==> src/sv/plr_pkg.sv <==
// plr_pkg: shared types and constants for the palette line renderer.
// No dependencies; imported by every module of the block.
package plr_pkg;

  localparam int COORD_BITS = 12;
  localparam int IDX_BITS   = 8;
  localparam int COLOR_BITS = 16;
  localparam int PAL_DEPTH  = 1 << IDX_BITS;
  localparam int RUN_LIMIT  = 256;
  localparam int RUN_BITS   = $clog2(RUN_LIMIT + 1);

  localparam logic [2:0] RESTORE_METHOD = 3'd2;

  localparam logic [COORD_BITS-1:0] DISPLAY_WIDTH_RST  = COORD_BITS'(320);
  localparam logic [COORD_BITS-1:0] DISPLAY_HEIGHT_RST = COORD_BITS'(240);

  typedef enum logic [1:0] {
    OP_PAL_WRITE  = 2'd0,
    OP_LINE_START = 2'd1,
    OP_PIXEL      = 2'd2,
    OP_UNUSED     = 2'd3
  } opcode_t;

  typedef enum logic {
    REG_DISPLAY_WIDTH  = 1'b0,
    REG_DISPLAY_HEIGHT = 1'b1
  } reg_idx_t;

  // Pixel request between the line controller and the output register.
  typedef struct packed {
    logic                  valid;
    logic [COORD_BITS-1:0] x;
    logic [COORD_BITS-1:0] y;
    logic                  start;
  } pix_req_t;

endpackage

==> src/sv/plr_palette_ram.sv <==
// plr_palette_ram: 256 x RGB565 palette, one write port and one read port.
// Read data is registered. Depends on plr_pkg.
module plr_palette_ram
  import plr_pkg::*;
(
  input  logic                  clk,
  input  logic                  we,
  input  logic [IDX_BITS-1:0]   waddr,
  input  logic [COLOR_BITS-1:0] wdata,
  input  logic                  re,
  input  logic [IDX_BITS-1:0]   raddr,
  output logic [COLOR_BITS-1:0] rdata
);

  logic [COLOR_BITS-1:0] mem [PAL_DEPTH];

  always_ff @(posedge clk) begin
    if (we) begin
      mem[waddr] <= wdata;
    end
  end

  always_ff @(posedge clk) begin
    if (re) begin
      rdata <= mem[raddr];
    end
  end

endmodule

==> config.mk <==
export PLATFORM = sky130hd
export DESIGN_NAME = plr_palette_ram
export DESIGN_NICKNAME = d
export VERILOG_FILES = /design/src/sv/plr_pkg.sv /design/src/sv/plr_palette_ram.sv
export SDC_FILE = /design/constraint.sdc
export NUM_CORES = 2
export LEC_CHECK = 0
export ABC_AREA = 1
export BUFFER_PORTS_ARGS = -buffer_cell sky130_fd_sc_hd__buf_2
export CORE_MARGIN = 10
export CORE_UTILIZATION = 45
export DETAILED_ROUTE_END_ITERATION = 6
export HOLD_SLACK_MARGIN = 0.08
export SYNTH_ARGS = -nofsm -noshare
export SYNTH_HDL_FRONTEND = slang
export SYNTH_SLANG_ARGS = --single-unit
export TNS_END_PERCENT = 10
==> constraint.sdc <==
create_clock -name clk -period 3 [get_ports clk]
set_clock_uncertainty 0.05 [all_clocks]
set_input_delay 0.3 -clock clk [delete_from_list [all_inputs] [get_ports clk]]
set_output_delay 0.3 -clock clk [all_outputs]
set_load 0.02 [all_outputs]
Yosys cells after proc, flatten, opt, wreduce, memory -nomap -nowiden

Memory sizes are Yosys's and may differ from the RTL's. A register that Yosys moved wholly into a read port is not among the register bits.
Cells that the tools add are included.
W data, S select, Z words.

Bits in read-only memories: 0
Output and inout port bits: 16
Latch bits: 0
Input port bits: 35
Logic and storage cells: 3
Bits in registers: 0
Bits in writable memories: 4096
Memories kept: 1

Memories:

| memory | depth | width | rd ports | clocked after Yosys merged registers in | write ports | line                  | text |
|---|---|---|---|---|---|---|---|
| mem    | 256   | 16    | 1        | 1                                       | 1           | plr_palette_ram.sv:15 | `logic [COLOR_BITS-1:0] mem [PAL_DEPTH];` |

Add/subtract/negate cells: 0
Mux-type cells: 2
Reductions and logical operators: 0
Multipliers: 0
Shift operators: 0
$lt $le $gt $ge: 0
Eq/ne operators: 0
Div/mod/pow operators: 0
Bitwise operators: 0

Operators with widths:

| kind    | count |
|---|---|
| $mux W1 | 2 |

Longest topological paths before layout

Depth after elaboration: 2
Mapped depth: 15
Mapped depth without buffers: 11

Least setup slack after synthesis

No wires, ideal clock.

Path kind: in2reg
Start: input port we
End: memory mem[162][0], enable pin
Path buffers: 2
Stages on the path: 4
Slack: 0.810 ns
Data arrival time: 1.752 ns
Data required time: 2.562 ns
Setup time: 0.388 ns
Cell sequence: clkbuf_1 -> nand3_1 -> clkbuf_1 -> nor2_1

Cells in the longest elaborated chain, start to end: 2

Ends and longest elaborated chain:

| item                          | line                  | text |
|---|---|---|
| from (decl)                   | plr_palette_ram.sv:7  | `input logic we,` |
| $mux W1                       | plr_palette_ram.sv:18 | `if (we) begin` |
| $mux W1 (not written as such) | plr_palette_ram.sv:19 | `mem[waddr] <= wdata;` |
| to (decl)                     | plr_palette_ram.sv:15 |  |

No other way between the ends.

Final worst setup path

Start: input port waddr[3]
End: memory mem[239][15], enable pin

RTL lines:

| item        | line                 | text |
|---|---|---|
| from (decl) | plr_palette_ram.sv:8 | `input logic [IDX_BITS-1:0] waddr,` |

Straight into the memory's write port.

==> reports/qor.yml <==
floorplanning:
  pin_count: 51
  die_y_um: 627
  core_sq_um: 366000
  start_util_pct: 45.3
  die_x_um: 627
  die-area_sq_um: 393000
  fp-row-count: 222
synth:
  syn_nets: 13652
  avgSynthCellArea_sq_um: 12.2
  synth_cell_types: 14
  ys_warn_count: 0
  synthesis.area_sq_um: 166000
  ys_ff_latch: 4112
  ys_seq_area_share_pct: 74.4
  synthCells: 13617
pwr:
  p_per_area_nw_per_um2: 646
  peakVddDrop_uv: 470
  p_leak_nw: 67.6
global_route:
  grt_max_degree: 102
  grt_pass1_wl_mm: 719
  grt.total_usage_pct: 24.5
  grt.overflow.total: 0
  grt_pass1_vias: 103110
  antenna_found_initial: 30
clocking:
  cts_resized: 0
  numCtsBuffers: 425
  tritoncts: "done"
  insertion_delay_ns: 1.00
  path_clk_slew_ns: 0.06
  cts_max_level: 5
  postCtsHoldBufs: 31
  cts_sinks: 4112
  ctsLongestPathBuffers: 4
  clock-root-buffer: "clkbuf_16"
  cts_setup_buffers: 0
finish:
  final_cell_area_sq_um: 191000
  fin_util_pct: 52.2
  drive_gt1_share_pct: 11.1
  layout.nets: 14170
  nFillCells: 30614
  syn_to_final_growth_pct: 15.3
drt:
  drc: 0
  vias: 110230
  initialDrtViolationCount: 13340
  ant_nets: 0
  wirelength_mm: 496
  first_pass_iters: 6
  via_per_inst: 5.70
  drt-wirelength-per-cell_um: 25.7
sta:
  period_share_pct: 93.5
  period_needed_ns: 2.81
  tightest_slew_ns: 1.34
  fmaxAchievable_mhz: 356
  rsz0062_at_grt: "no"
  setup_viol: 0
  slew_viol_final: 0
  hold_ws_ns: 0.129
  timing_hold_violations_final: 0
  relSlewSlack_pct: 10.8
min_path:
  hold_path_end: "mem[133][12]$_DFFE_PP_"
  worst_hold_path.num_cells: 7
  worstHoldStart: "waddr[0]"
  hold_path_class: "input port to register"
worst_setup_path:
  reg2reg_depth: 11
  crit_type: "input port to register"
  cp.arrival_ns: 3.39
  timing.rr.end: "rdata[2]$_DFFE_PP_"
  startpoint_type: "input port"
  worstPathRequired_ns: 3.59
  rr_startpoint: "mem[81][2]$_DFFE_PP_"
  cp_max_fo: 10
  r2r_slack_ns: 0.54
  cp-end-kind: "register"
run:
  drv_cap: 0
place:
  port_buffers: 50
  placed_area_sq_um: 177000
  place_congestion: 0.887
  dpl.hpwl_mm: 301
outcome:
  status: "completed"
layout by cell type, fill, tap and decap left out:
master / instances
buf_6: 1
inv_6: 11
clkinv_16: 3
buf_4: 712
clkinv_1: 99
nand2_2: 16
clkinvlp_4: 12
nand2_1: 4195
dlygate4sd3_1: 31
buf_8: 19
nor2_1: 272
clkbuf_1: 103
clkbuf_16: 428
clkinv_8: 5
nor2_2: 11
edfxtp_1: 4112
buf_2: 28
inv_16: 7
bufinv_16: 39
inv_8: 2
clkinv_4: 5
inv_2: 1
clkinv_2: 67
diode_2: 38
nand3_1: 4035
buf_12: 237
inv_1: 33
per-layer routing:
layer / vias to the layer above / GRT usage (%) / routed length, um
met2: 5158 / 38.7 / 231000
met5: - / 0 / 13
met3: 890 / 3.95 / 43500
met1: 54403 / 34.2 / 201000
met4: 2 / 9.42 / 20700
li1: 49777 / - / -
state kept, by name, summed over array words and instances (netlist names):
| name | cells |
|---|---|
| mem | 4096 |
| rdata | 16 |
report_power, final:
group          switching (mW)  total, mW  internal (mW)
logic                    5.91       8.24           2.33
clock network            22.2       51.8           29.5
registers               0.111       63.5           63.4
worst max-delay path, stage by stage:
cell	delay [ns]
dlygate4sd3_1	0.62
buf_2	0.18
nand2_1	0.09
dlygate4sd3_1	0.59
nor2_1	0.16
nand2_2	0.40
nor2_1	0.68
buf_4	0.35
synth_stat cells, drive strengths merged:
cell	number	area, sq um
buf	783	4600
clkbuf	154	578
edfxtp	4112	123000
inv	39	151
nand2	4211	15800
nand3	4035	20200
nor2	283	1060
area by class of cell:
class	instances	area [sq um]	area share, %
diodes	38	95.1	0.0497
clock buffers	531	11100	5.80
clock inverters	245	2370	1.24
inverters	39	199	0.104
multi-input cells	8529	37100	19.4
flip-flops and latches	4112	123000	64.6
well taps	4816	6030	3.15
repair buffers	1028	10800	5.67
worst max-delay path by stage:
stage | slack, ns | cells past startpoint | end | startpoint
finish | 0.19 | 8 | mem[239][15]$_DFFE_PP_ | waddr[3]
global route | 0.19 | 8 | mem[239][15]$_DFFE_PP_ | waddr[2]
CTS | 0.38 | 8 | mem[239][1]$_DFFE_PP_ | waddr[3]
detailed placement | -0.19 | 15 | rdata[12]$_DFFE_PP_ | raddr[0]
global placement | -0.20 | 15 | rdata[12]$_DFFE_PP_ | raddr[0]
floorplan | 0.81 | 4 | mem[162][0]$_DFFE_PP_ | we
per-stage QoR:
stage	TNS, ns	instances	setup WS (ns)	power (mW)
final	0	19338	0.194	123
after floorplan	0	13617	0.810	68.6
after detailed placement	-0.817	18493	-0.194	72.8
after CTS	0	19300	0.376	124
after global placement	-0.710	18493	-0.203	72.7
after global routing	0	19330	0.190	127
logic make-up (layout without fill, tap and decap cells):
kind of cell  count (synthesis)  after routing  share of synthesized area [%]
simple gates               8529           8529                           22.3
buf+inv                     976           1843                           3.21
flops                      4112           4112                           74.4
other cells                   0             38                              0
No activity file was read; power rests on OpenSTA's default activity.
