<file path="src/sv/plr_pkg.sv">
// plr_pkg: shared types and constants for the palette line renderer.
// No dependencies; imported by every module of the block.
package plr_pkg;

  localparam int COORD_BITS = 12;
  localparam int IDX_BITS   = 8;
  localparam int COLOR_BITS = 16;
  localparam int PAL_DEPTH  = 1 << IDX_BITS;
  localparam int RUN_LIMIT  = 256;
  localparam int RUN_BITS   = $clog2(RUN_LIMIT + 1);

  localparam logic [2:0] RESTORE_METHOD = 3'd2;

  localparam logic [COORD_BITS-1:0] DISPLAY_WIDTH_RST  = COORD_BITS'(320);
  localparam logic [COORD_BITS-1:0] DISPLAY_HEIGHT_RST = COORD_BITS'(240);

  typedef enum logic [1:0] {
    OP_PAL_WRITE  = 2'd0,
    OP_LINE_START = 2'd1,
    OP_PIXEL      = 2'd2,
    OP_UNUSED     = 2'd3
  } opcode_t;

  typedef enum logic {
    REG_DISPLAY_WIDTH  = 1'b0,
    REG_DISPLAY_HEIGHT = 1'b1
  } reg_idx_t;

  // Pixel request between the line controller and the output register.
  typedef struct packed {
    logic                  valid;
    logic [COORD_BITS-1:0] x;
    logic [COORD_BITS-1:0] y;
    logic                  start;
  } pix_req_t;

endpackage

</file>
<file path="src/sv/plr_line_ctrl.sv">
// plr_line_ctrl: line state, cropping, transparency and window tracking.
// Issues palette reads and holds the pending pixel request. Depends on plr_pkg.
module plr_line_ctrl
  import plr_pkg::*;
(
  input  logic                  clk,
  input  logic                  rst,
  input  logic                  acc,
  input  logic                  advance,
  input  logic [1:0]            opcode,
  input  logic [COORD_BITS-1:0] origin_x,
  input  logic [COORD_BITS-1:0] origin_y,
  input  logic [COORD_BITS-1:0] line_row,
  input  logic [COORD_BITS-1:0] line_width,
  input  logic [2:0]            disposal,
  input  logic                  transparency_on,
  input  logic [IDX_BITS-1:0]   transparent_index,
  input  logic [IDX_BITS-1:0]   background_index,
  input  logic [IDX_BITS-1:0]   pixel_index,
  input  logic [COORD_BITS-1:0] display_width,
  input  logic [COORD_BITS-1:0] display_height,
  output logic                  rd_en,
  output logic [IDX_BITS-1:0]   rd_addr,
  output pix_req_t              req
);

  logic [COORD_BITS-1:0] line_x;
  logic [COORD_BITS:0]   line_y;
  logic [COORD_BITS-1:0] cropped_width;
  logic [COORD_BITS-1:0] pixel_position;
  logic                  line_live;
  logic                  skip_transparent;
  logic                  disposal_restore;
  logic [IDX_BITS-1:0]   held_transparent;
  logic [IDX_BITS-1:0]   held_background;
  logic [RUN_BITS-1:0]   run_count;
  logic                  in_run;

  opcode_t               op;
  logic [COORD_BITS:0]   y_sum;
  logic [COORD_BITS:0]   right_edge;
  logic                  ox_on;
  logic [COORD_BITS-1:0] w_crop;
  logic                  restore_new;
  logic                  pix_ok;
  logic [IDX_BITS-1:0]   idx_sub;
  logic                  is_transp;
  logic                  emit;
  logic                  start;
  logic                  run_restart;

  always_comb begin
    op          = opcode_t'(opcode);
    y_sum       = {1'b0, origin_y} + {1'b0, line_row};
    right_edge  = {1'b0, line_width} + {1'b0, origin_x};
    ox_on       = origin_x < display_width;
    w_crop      = (ox_on && right_edge > {1'b0, display_width}) ?
                  display_width - origin_x : line_width;
    restore_new = disposal == RESTORE_METHOD;

    pix_ok      = line_live && pixel_position < cropped_width;
    idx_sub     = (disposal_restore && pixel_index == held_transparent) ?
                  held_background : pixel_index;
    is_transp   = skip_transparent && idx_sub == held_transparent;
    run_restart = !in_run || run_count >= RUN_BITS'(RUN_LIMIT);
    start       = skip_transparent ? run_restart : !in_run;
    emit        = op == OP_PIXEL && pix_ok && !is_transp;

    rd_en       = acc && emit;
    rd_addr     = idx_sub;
  end

  always_ff @(posedge clk) begin
    if (rst) begin
      line_x           <= '0;
      line_y           <= '0;
      cropped_width    <= '0;
      pixel_position   <= '0;
      line_live        <= 1'b0;
      skip_transparent <= 1'b0;
      disposal_restore <= 1'b0;
      held_transparent <= '0;
      held_background  <= '0;
      run_count        <= '0;
      in_run           <= 1'b0;
      req              <= '0;
    end else begin
      if (acc) begin
        unique case (op)
          OP_LINE_START: begin
            line_x           <= origin_x;
            line_y           <= y_sum;
            cropped_width    <= w_crop;
            pixel_position   <= '0;
            run_count        <= '0;
            in_run           <= 1'b0;
            held_transparent <= transparent_index;
            held_background  <= background_index;
            disposal_restore <= restore_new;
            skip_transparent <= transparency_on && !restore_new;
            line_live        <= y_sum < {1'b0, display_height} && ox_on &&
                                w_crop != '0;
          end
          OP_PIXEL: begin
            if (pix_ok) begin
              pixel_position <= pixel_position + 1'b1;
              if (is_transp) begin
                in_run <= 1'b0;
              end else begin
                in_run <= 1'b1;
                if (skip_transparent) begin
                  run_count <= run_restart ? RUN_BITS'(1) : run_count + 1'b1;
                end
              end
            end
          end
          OP_PAL_WRITE, OP_UNUSED: begin
          end
          default: begin
          end
        endcase
        req.valid <= emit;
        req.x     <= line_x + pixel_position;
        req.y     <= line_y[COORD_BITS-1:0];
        req.start <= start;
      end else if (advance) begin
        req.valid <= 1'b0;
      end
    end
  end

endmodule

</file>
<file path="config.mk">
export PLATFORM = sky130hd
export DESIGN_NAME = plr_line_ctrl
export DESIGN_NICKNAME = d
export VERILOG_FILES = /design/src/sv/plr_pkg.sv /design/src/sv/plr_line_ctrl.sv
export SDC_FILE = /design/constraint.sdc
export NUM_CORES = 1
export LEC_CHECK = 0
export BUFFER_PORTS_ARGS = -buffer_cell sky130_fd_sc_hd__buf_4
export CORE_MARGIN = 5
export CORE_UTILIZATION = 57
export DETAILED_ROUTE_END_ITERATION = 8
export GPL_TIMING_DRIVEN = 0
export PLACE_DENSITY_LB_ADDON = 0.3
export SLEW_MARGIN = 10
export SYNTH_ARGS = -nofsm -noshare
export SYNTH_HDL_FRONTEND = slang
export SYNTH_SLANG_ARGS = --single-unit
</file>
<file path="constraint.sdc">
create_clock -name clk -period 4.3 [get_ports clk]
set_clock_uncertainty 0.2 [all_clocks]
set_input_delay 0.215 -clock clk [delete_from_list [all_inputs] [get_ports clk]]
set_output_delay 0.215 -clock clk [all_outputs]
set_load 0.005 [all_outputs]
</file>
Yosys cells after proc, flatten, opt, wreduce, memory -nomap -nowiden
Index checks and enable logic that the tools add are counted.
{"block": "word_totals", "regBits": 103, "in_bits": 106, "output_inout_bits": 35, "elab_cells": 69}
{"block": "op_classes", "n_addsub": 6, "magnitude_cmp": 5, "n_eq_ne": 8, "muxes": 15, "reduce_logical": 20}
{"operator": "2-to-1 mux 9 bit", "count": 4}
{"operator": "adder 12 x 12 -> 13 bit", "count": 2}
{"operator": "< comparator 12 bit", "count": 2}
{"operator": "2-to-1 mux 12 bit", "count": 2}
{"operator": "one-hot mux 12 bit (2 select lines)", "count": 1}
{"operator": "one-hot mux 9 bit (2 select lines)", "count": 1}
{"operator": "== test 8 bit", "count": 2}
{"operator": "greater-than comparator 13 x 12 -> 1 bit", "count": 1}
{"operator": "< comparator 13 x 12 -> 1 bit", "count": 1}
{"operator": "adder 12 x 1 -> 12 bit, second input constant", "count": 1}
{"operator": "adder 12 bit", "count": 1}
{"operator": "nonzero test 12 bit", "count": 1}
{"operator": "subtractor 12 bit", "count": 1}
{"operator": "logical AND 1 bit", "count": 10}
{"operator": "adder 9 x 1 -> 9 bit, second input constant", "count": 1}
{"operator": "greater-or-equal comparator 9 bit, second input constant", "count": 1}
{"operator": "2-to-1 mux 8 bit", "count": 1}
{"operator": "inequality test 2 bit, second input constant", "count": 3}
{"operator": "2-to-1 mux 1 bit", "count": 5}
{"operator": "AND reduction 5 bit", "count": 1}
{"operator": "nonzero test 2 bit", "count": 2}
{"operator": "== test 3 x 2 -> 1 bit, second input constant", "count": 1}
{"operator": "logical NOT 1 bit", "count": 3}
{"operator": "AND reduction 3 bit", "count": 1}
{"operator": "other kinds (5)", "count": 5}

Depth between registers and ports, before layout
{"block": "depth", "depth_word": 8, "ltp_mapped": 18}

Worst setup path after synthesis
OpenSTA, ideal clock, no wires.
{"block": "synth_timing", "path_type": "input-to-reg", "start": "input origin_x[1]", "end": "register cropped_width[0]", "setup_ps": 132, "t_arrival_ps": 3412, "t_required_ps": 3968, "slack_ps": 556, "stages": 18, "path_buffers": 0, "path_cell_list": "ha_1 -> a21o_1 -> a21oi_1 -> nor2b_1 -> o211ai_1 -> nand3b_1 -> a41oi_1 -> nor2b_1 -> xnor2_1 -> ha_1 -> a21o_1 -> a21o_1 -> a2111oi_0 -> o21ai_0 -> a21o_1 -> o21ai_2 -> mux2i_1 -> a21oi_1"}
{"block": "synth_via", "elab_chain_len": 4}
{"element": "from (decl)", "line": "plr_line_ctrl.sv:11", "rtl": "input logic [COORD_BITS-1:0] origin_x,"}
{"element": "adder 12 x 12 -> 13 bit", "line": "plr_line_ctrl.sv:55", "rtl": "right_edge = {1'b0, line_width} + {1'b0, origin_x};"}
{"element": "greater-than comparator 13 x 12 -> 1 bit", "line": "plr_line_ctrl.sv:57", "rtl": "w_crop = (ox_on && right_edge > {1'b0, display_width}) ?"}
{"element": "logical AND 1 bit (*)", "line": "plr_line_ctrl.sv:57"}
{"element": "2-to-1 mux 12 bit (*)", "line": "plr_line_ctrl.sv:57"}
{"element": "to (signal assigned)", "line": "plr_line_ctrl.sv:93", "rtl": "cropped_width <= w_crop;"}
{"element": "to (decl)", "line": "plr_line_ctrl.sv:29", "rtl": "logic [COORD_BITS-1:0] cropped_width;"}
Every way passes the cells marked *; elsewhere a longest branch is shown, timed or not.
A chain may end at the register's enable or synchronous reset.

Worst setup path in the final report
{"block": "layout_timing", "start": "input origin_x[1]", "end": "register cropped_width[2]"}
{"block": "layout_via", "elab_chain_len": 4}
{"element": "adder 12 x 12 -> 13 bit", "line": "plr_line_ctrl.sv:55"}
{"element": "greater-than comparator 13 x 12 -> 1 bit", "line": "plr_line_ctrl.sv:57"}
{"element": "logical AND 1 bit", "line": "plr_line_ctrl.sv:57"}
{"element": "2-to-1 mux 12 bit (*)", "line": "plr_line_ctrl.sv:57"}
Marked as above.

==> run_results.csv <==
group,metric,value,unit
timing,fmax,244,MHz
synthesis,synth.cell_area,7360,sq um
synthesis,synth_xor_area_frac,0.0731,
floorplanning,start_util,0.583,
clocking,root_buffer,"clkbuf_16",
finish,n_antenna_cell,0,
global_routing,antenna_found_initial,0,
floorplanning,io_pins,141,
critical_path,endpoint_kind,"flip-flop",
synthesis,synth_flop_cell,"dfxtp_1",
floorplanning,die_area,15300,sq um
clocking,cts_tree,"built",
critical_path,cp_top_family,"compound AO/OA/AOI/OAI gates",
placement,place_inst,1228,
drt,wl_per_cell,16.3,microns
placement,place_worst_setup_slack,-0.217,ns
global_routing,grt.total_usage,0.271,
global_routing,overflow,0,
critical_path,slowest_delay,0.36,ns
synthesis,synth-simple-area-share,0.213,
critical_path,path_buf_inv,1,
timing,drv_slew,0,
run,cap_violations,0,
synthesis,synth_compound_gate_area_share,0.177,
drt,drc,0,
critical_path,crit_fanout,7,
timing,relSlewSlack,0.420,
critical_path,cp.required,4.33,ns
finish,syn_to_final_growth,26.3,%
timing,setup_ws,0.209,ns
critical_path,worstPathArrival,4.12,ns
global_routing,grt_pass1_wl,33000,microns
floorplanning,die_w,124,microns
timing,hold_slack,-0.000836,ns
placement,dpl_cell_area,8620,sq um
synthesis,synth.yosys.seq_area_share,0.280,
synthesis,synth.distinct_cells,70,
synthesis,synth.net_count,1110,
synthesis,synthArstFlopShare,0,
global_routing,grt_max_degree,21,
critical_path,slowest_stage,"a2111oi_0",
critical_path,crit_type,"input pin to flip-flop",
placement,place.gp.congestion,0.898,
synthesis,synthAdderAreaFrac,0.152,
finish,final_common_cell,"buf_4",
synthesis,synthMuxAreaShare,0.0542,
pwr,power_density,272,nW/um^2
clocking,clkSinkCount,103,
finish,final_area,9290,sq um
synthesis,synth_edf_count,0,
pwr,leakage,4.16,nW
synthesis,synth_top_family_by_area,"simple AND/OR/NAND/NOR gates",
synthesis,syn_inst,917,
finish,n_fill_cell,963,
placement,io_buffers,139,
clocking,h-tree-depth,3,
critical_path,cp-start-kind,"input pin",
drt,antenna_left,0,
drt,vias,7398,
finish,final_cell_mix,"buf_4 (139), nand2_1 (119), dfxtp_1 (103)",
finish,final_nets,1296,
drt,dr.pass1.iters,6,
synthesis,yosysWarnings,0,
clocking,post-cts-setup-buffers,0,
timing,final-setup-viol-count,0,
finish,fin_cells,1280,
critical_path,critPathMostFrequentCell,"a21o_1",
global_routing,grt_pass1_vias,7119,
timing,worst_slew_pin_slew,0.866,ns
pwr,ir_worst_vdd,0.000158,V
drt,vias_per_cell,5.78,
clocking,clock_latency,0.36,ns
run_status,violations,"negative hold slack",
drt,drt_first_iter_violations,637,
clocking,cts_buffers,9,
clocking,cts.reportedPaths.clkPinSlew,0.08,ns
floorplanning,dieHeight,124,microns
drt,drt-total-wl,20900,microns
timing,timing.final.crit_share,0.951,
run_status,status,"finished, violations left",
critical_path,crit_chain,"buf_4 > ha_1 > a21o_1 > a21oi_1 > nor2b_1 > o211ai_1 > nand3b_1 > a41oi_2 > nor2b_1 > xnor2_1 > ha_1 > a21o_1 > a21o_1 > a2111oi_0 > o21ai_0 > a21o_1 > o21ai_4 > mux2i_1 > a21oi_1",
timing,hold_viol_final,1,
synthesis,syn_avg_cell_area,8.02,sq um
finish,final_layout_size_suffix_gt1_frac,0.167,
min_path,hp-class,"input pin to flip-flop",
floorplanning,num_rows,41,
placement,place_hpwl,15900,microns
clocking,cts_max_path_buffers,2,
timing,min_period,4.09,ns
synthesis,ys_seq_elements,103,
floorplanning,fp.coreArea,12600,sq um
[cells in the mapped netlist, types with 5 or more instances]
| cell type | n | area, sq um |
|---|---|---|
| a21oi_1 | 87 | 435 |
| o21ai_0 | 31 | 155 |
| nor2b_1 | 6 | 37.5 |
| nand3_1 | 27 | 135 |
| a211oi_1 | 8 | 60.1 |
| dfxtp_1 | 103 | 2060 |
| and3_1 | 9 | 56.3 |
| clkbuf_1 | 29 | 109 |
| nand4_1 | 12 | 75.1 |
| xnor2_1 | 38 | 333 |
| mux2i_1 | 32 | 320 |
| o21a_1 | 6 | 45.0 |
| or3_1 | 5 | 31.3 |
| xor2_1 | 16 | 140 |
| nor2_1 | 72 | 270 |
| mux2_2 | 7 | 78.8 |
| inv_1 | 70 | 263 |
| ha_1 | 83 | 1040 |
| nand3b_1 | 5 | 37.5 |
| a2111oi_0 | 5 | 43.8 |
| nor3b_1 | 5 | 37.5 |
| nand2b_1 | 10 | 62.6 |
| nor3_1 | 22 | 110 |
| nand2_1 | 119 | 447 |
| a31oi_1 | 10 | 62.6 |
| nor4_1 | 5 | 31.3 |
| a21o_1 | 19 | 143 |
[path summary, 6_finish.rpt]
kind / cells past startpoint / slack, ns / end / from
worst max-delay path: 19 / 0.21 / cropped_width[2]$_SDFFE_PP0P_ / origin_x[1]
worst min register to register: 2 / 0.26 / line_y[11]$_SDFFE_PP0P_ / line_y[11]$_SDFFE_PP0P_
worst min-delay path: 3 / -0.0008 / cropped_width[11]$_SDFFE_PP0P_ / line_width[11]
worst max register to register: 9 / 1.30 / req[24]$_SDFFE_PP0P_ / pixel_position[1]$_SDFFE_PP0P_
[logic make-up after synthesis]
group           after synthesis
fa+ha+maj                    87
flops                       103
buf+inv                     100
mux                          39
compound gates              208
simple gates                322
xor+xnor                     58
[power breakdown]
group | switching [W] | internal [W]
Combinational | 0.000374 | 0.000328
Sequential | 0.0000201 | 0.000982
Clock | 0.000409 | 0.000412
[layout make-up]
| type | instances | area, sq um | area share |
|---|---|---|---|
| buffer | 30 | 113 | 0.0121 |
| sequential | 103 | 2060 | 0.222 |
| inverter | 70 | 263 | 0.0283 |
| clock inverter | 7 | 73.8 | 0.00795 |
| timing repair buffer | 175 | 1400 | 0.151 |
| clock buffer | 9 | 225 | 0.0242 |
| tap | 172 | 215 | 0.0232 |
| multi-input combinational | 714 | 4940 | 0.531 |
[state kept, by name, summed over array words and instances, names as in the netlist]
register and cells:
held_transparent 8, skip_transparent 1, held_background 8, cropped_width 12, line_x 12, run_count 9
line_y 12, pixel_position 12, in_run 1, disposal_restore 1, req 26, line_live 1
[worst register-to-register path, cell delays in order (launching register included)]
cell	delay, ns
dfxtp_1	0.46
ha_1	0.28
a21o_1	0.15
a21o_1	0.21
a2111oi_0	0.60
o311ai_1	0.31
a21o_1	0.24
a21oi_1	0.17
xnor2_1	0.09
a211oi_1	0.22
[repair_timing]
action	in CTS	in global routing
endpoints found under the setup margin	0	6
endpoints found under the hold margin	35	0
resized for setup	0	2
hold buffers	36	0
[metal layers]
metal / wire length, microns / up-vias / track usage
met5: 0 / - / 0
met4: 622 / 0 / 0.110
met3: 1570 / 58 / 0.0409
met2: 10000 / 286 / 0.473
met1: 8650 / 3441 / 0.334
li1: - / 3613 / -
[per-stage QoR]
step / hold slack (ns) / utilization / setup TNS [ns] / power (W)
6_report: -0.000836 / 0.736 / 0 / 0.00253
5_1_grt: 0.0219 / 0.736 / -0.00344 / 0.00265
4_1_cts: 0.00153 / 0.735 / 0 / 0.00252
3_5_place_dp: 0.249 / 0.683 / -1.32 / 0.00168
3_3_place_gp: 0.244 / 0.683 / -1.97 / 0.00166
2_1_floorplan: 0.151 / - / 0 / 0.00146
Note: power is estimated with default switching activity, not from simulation.
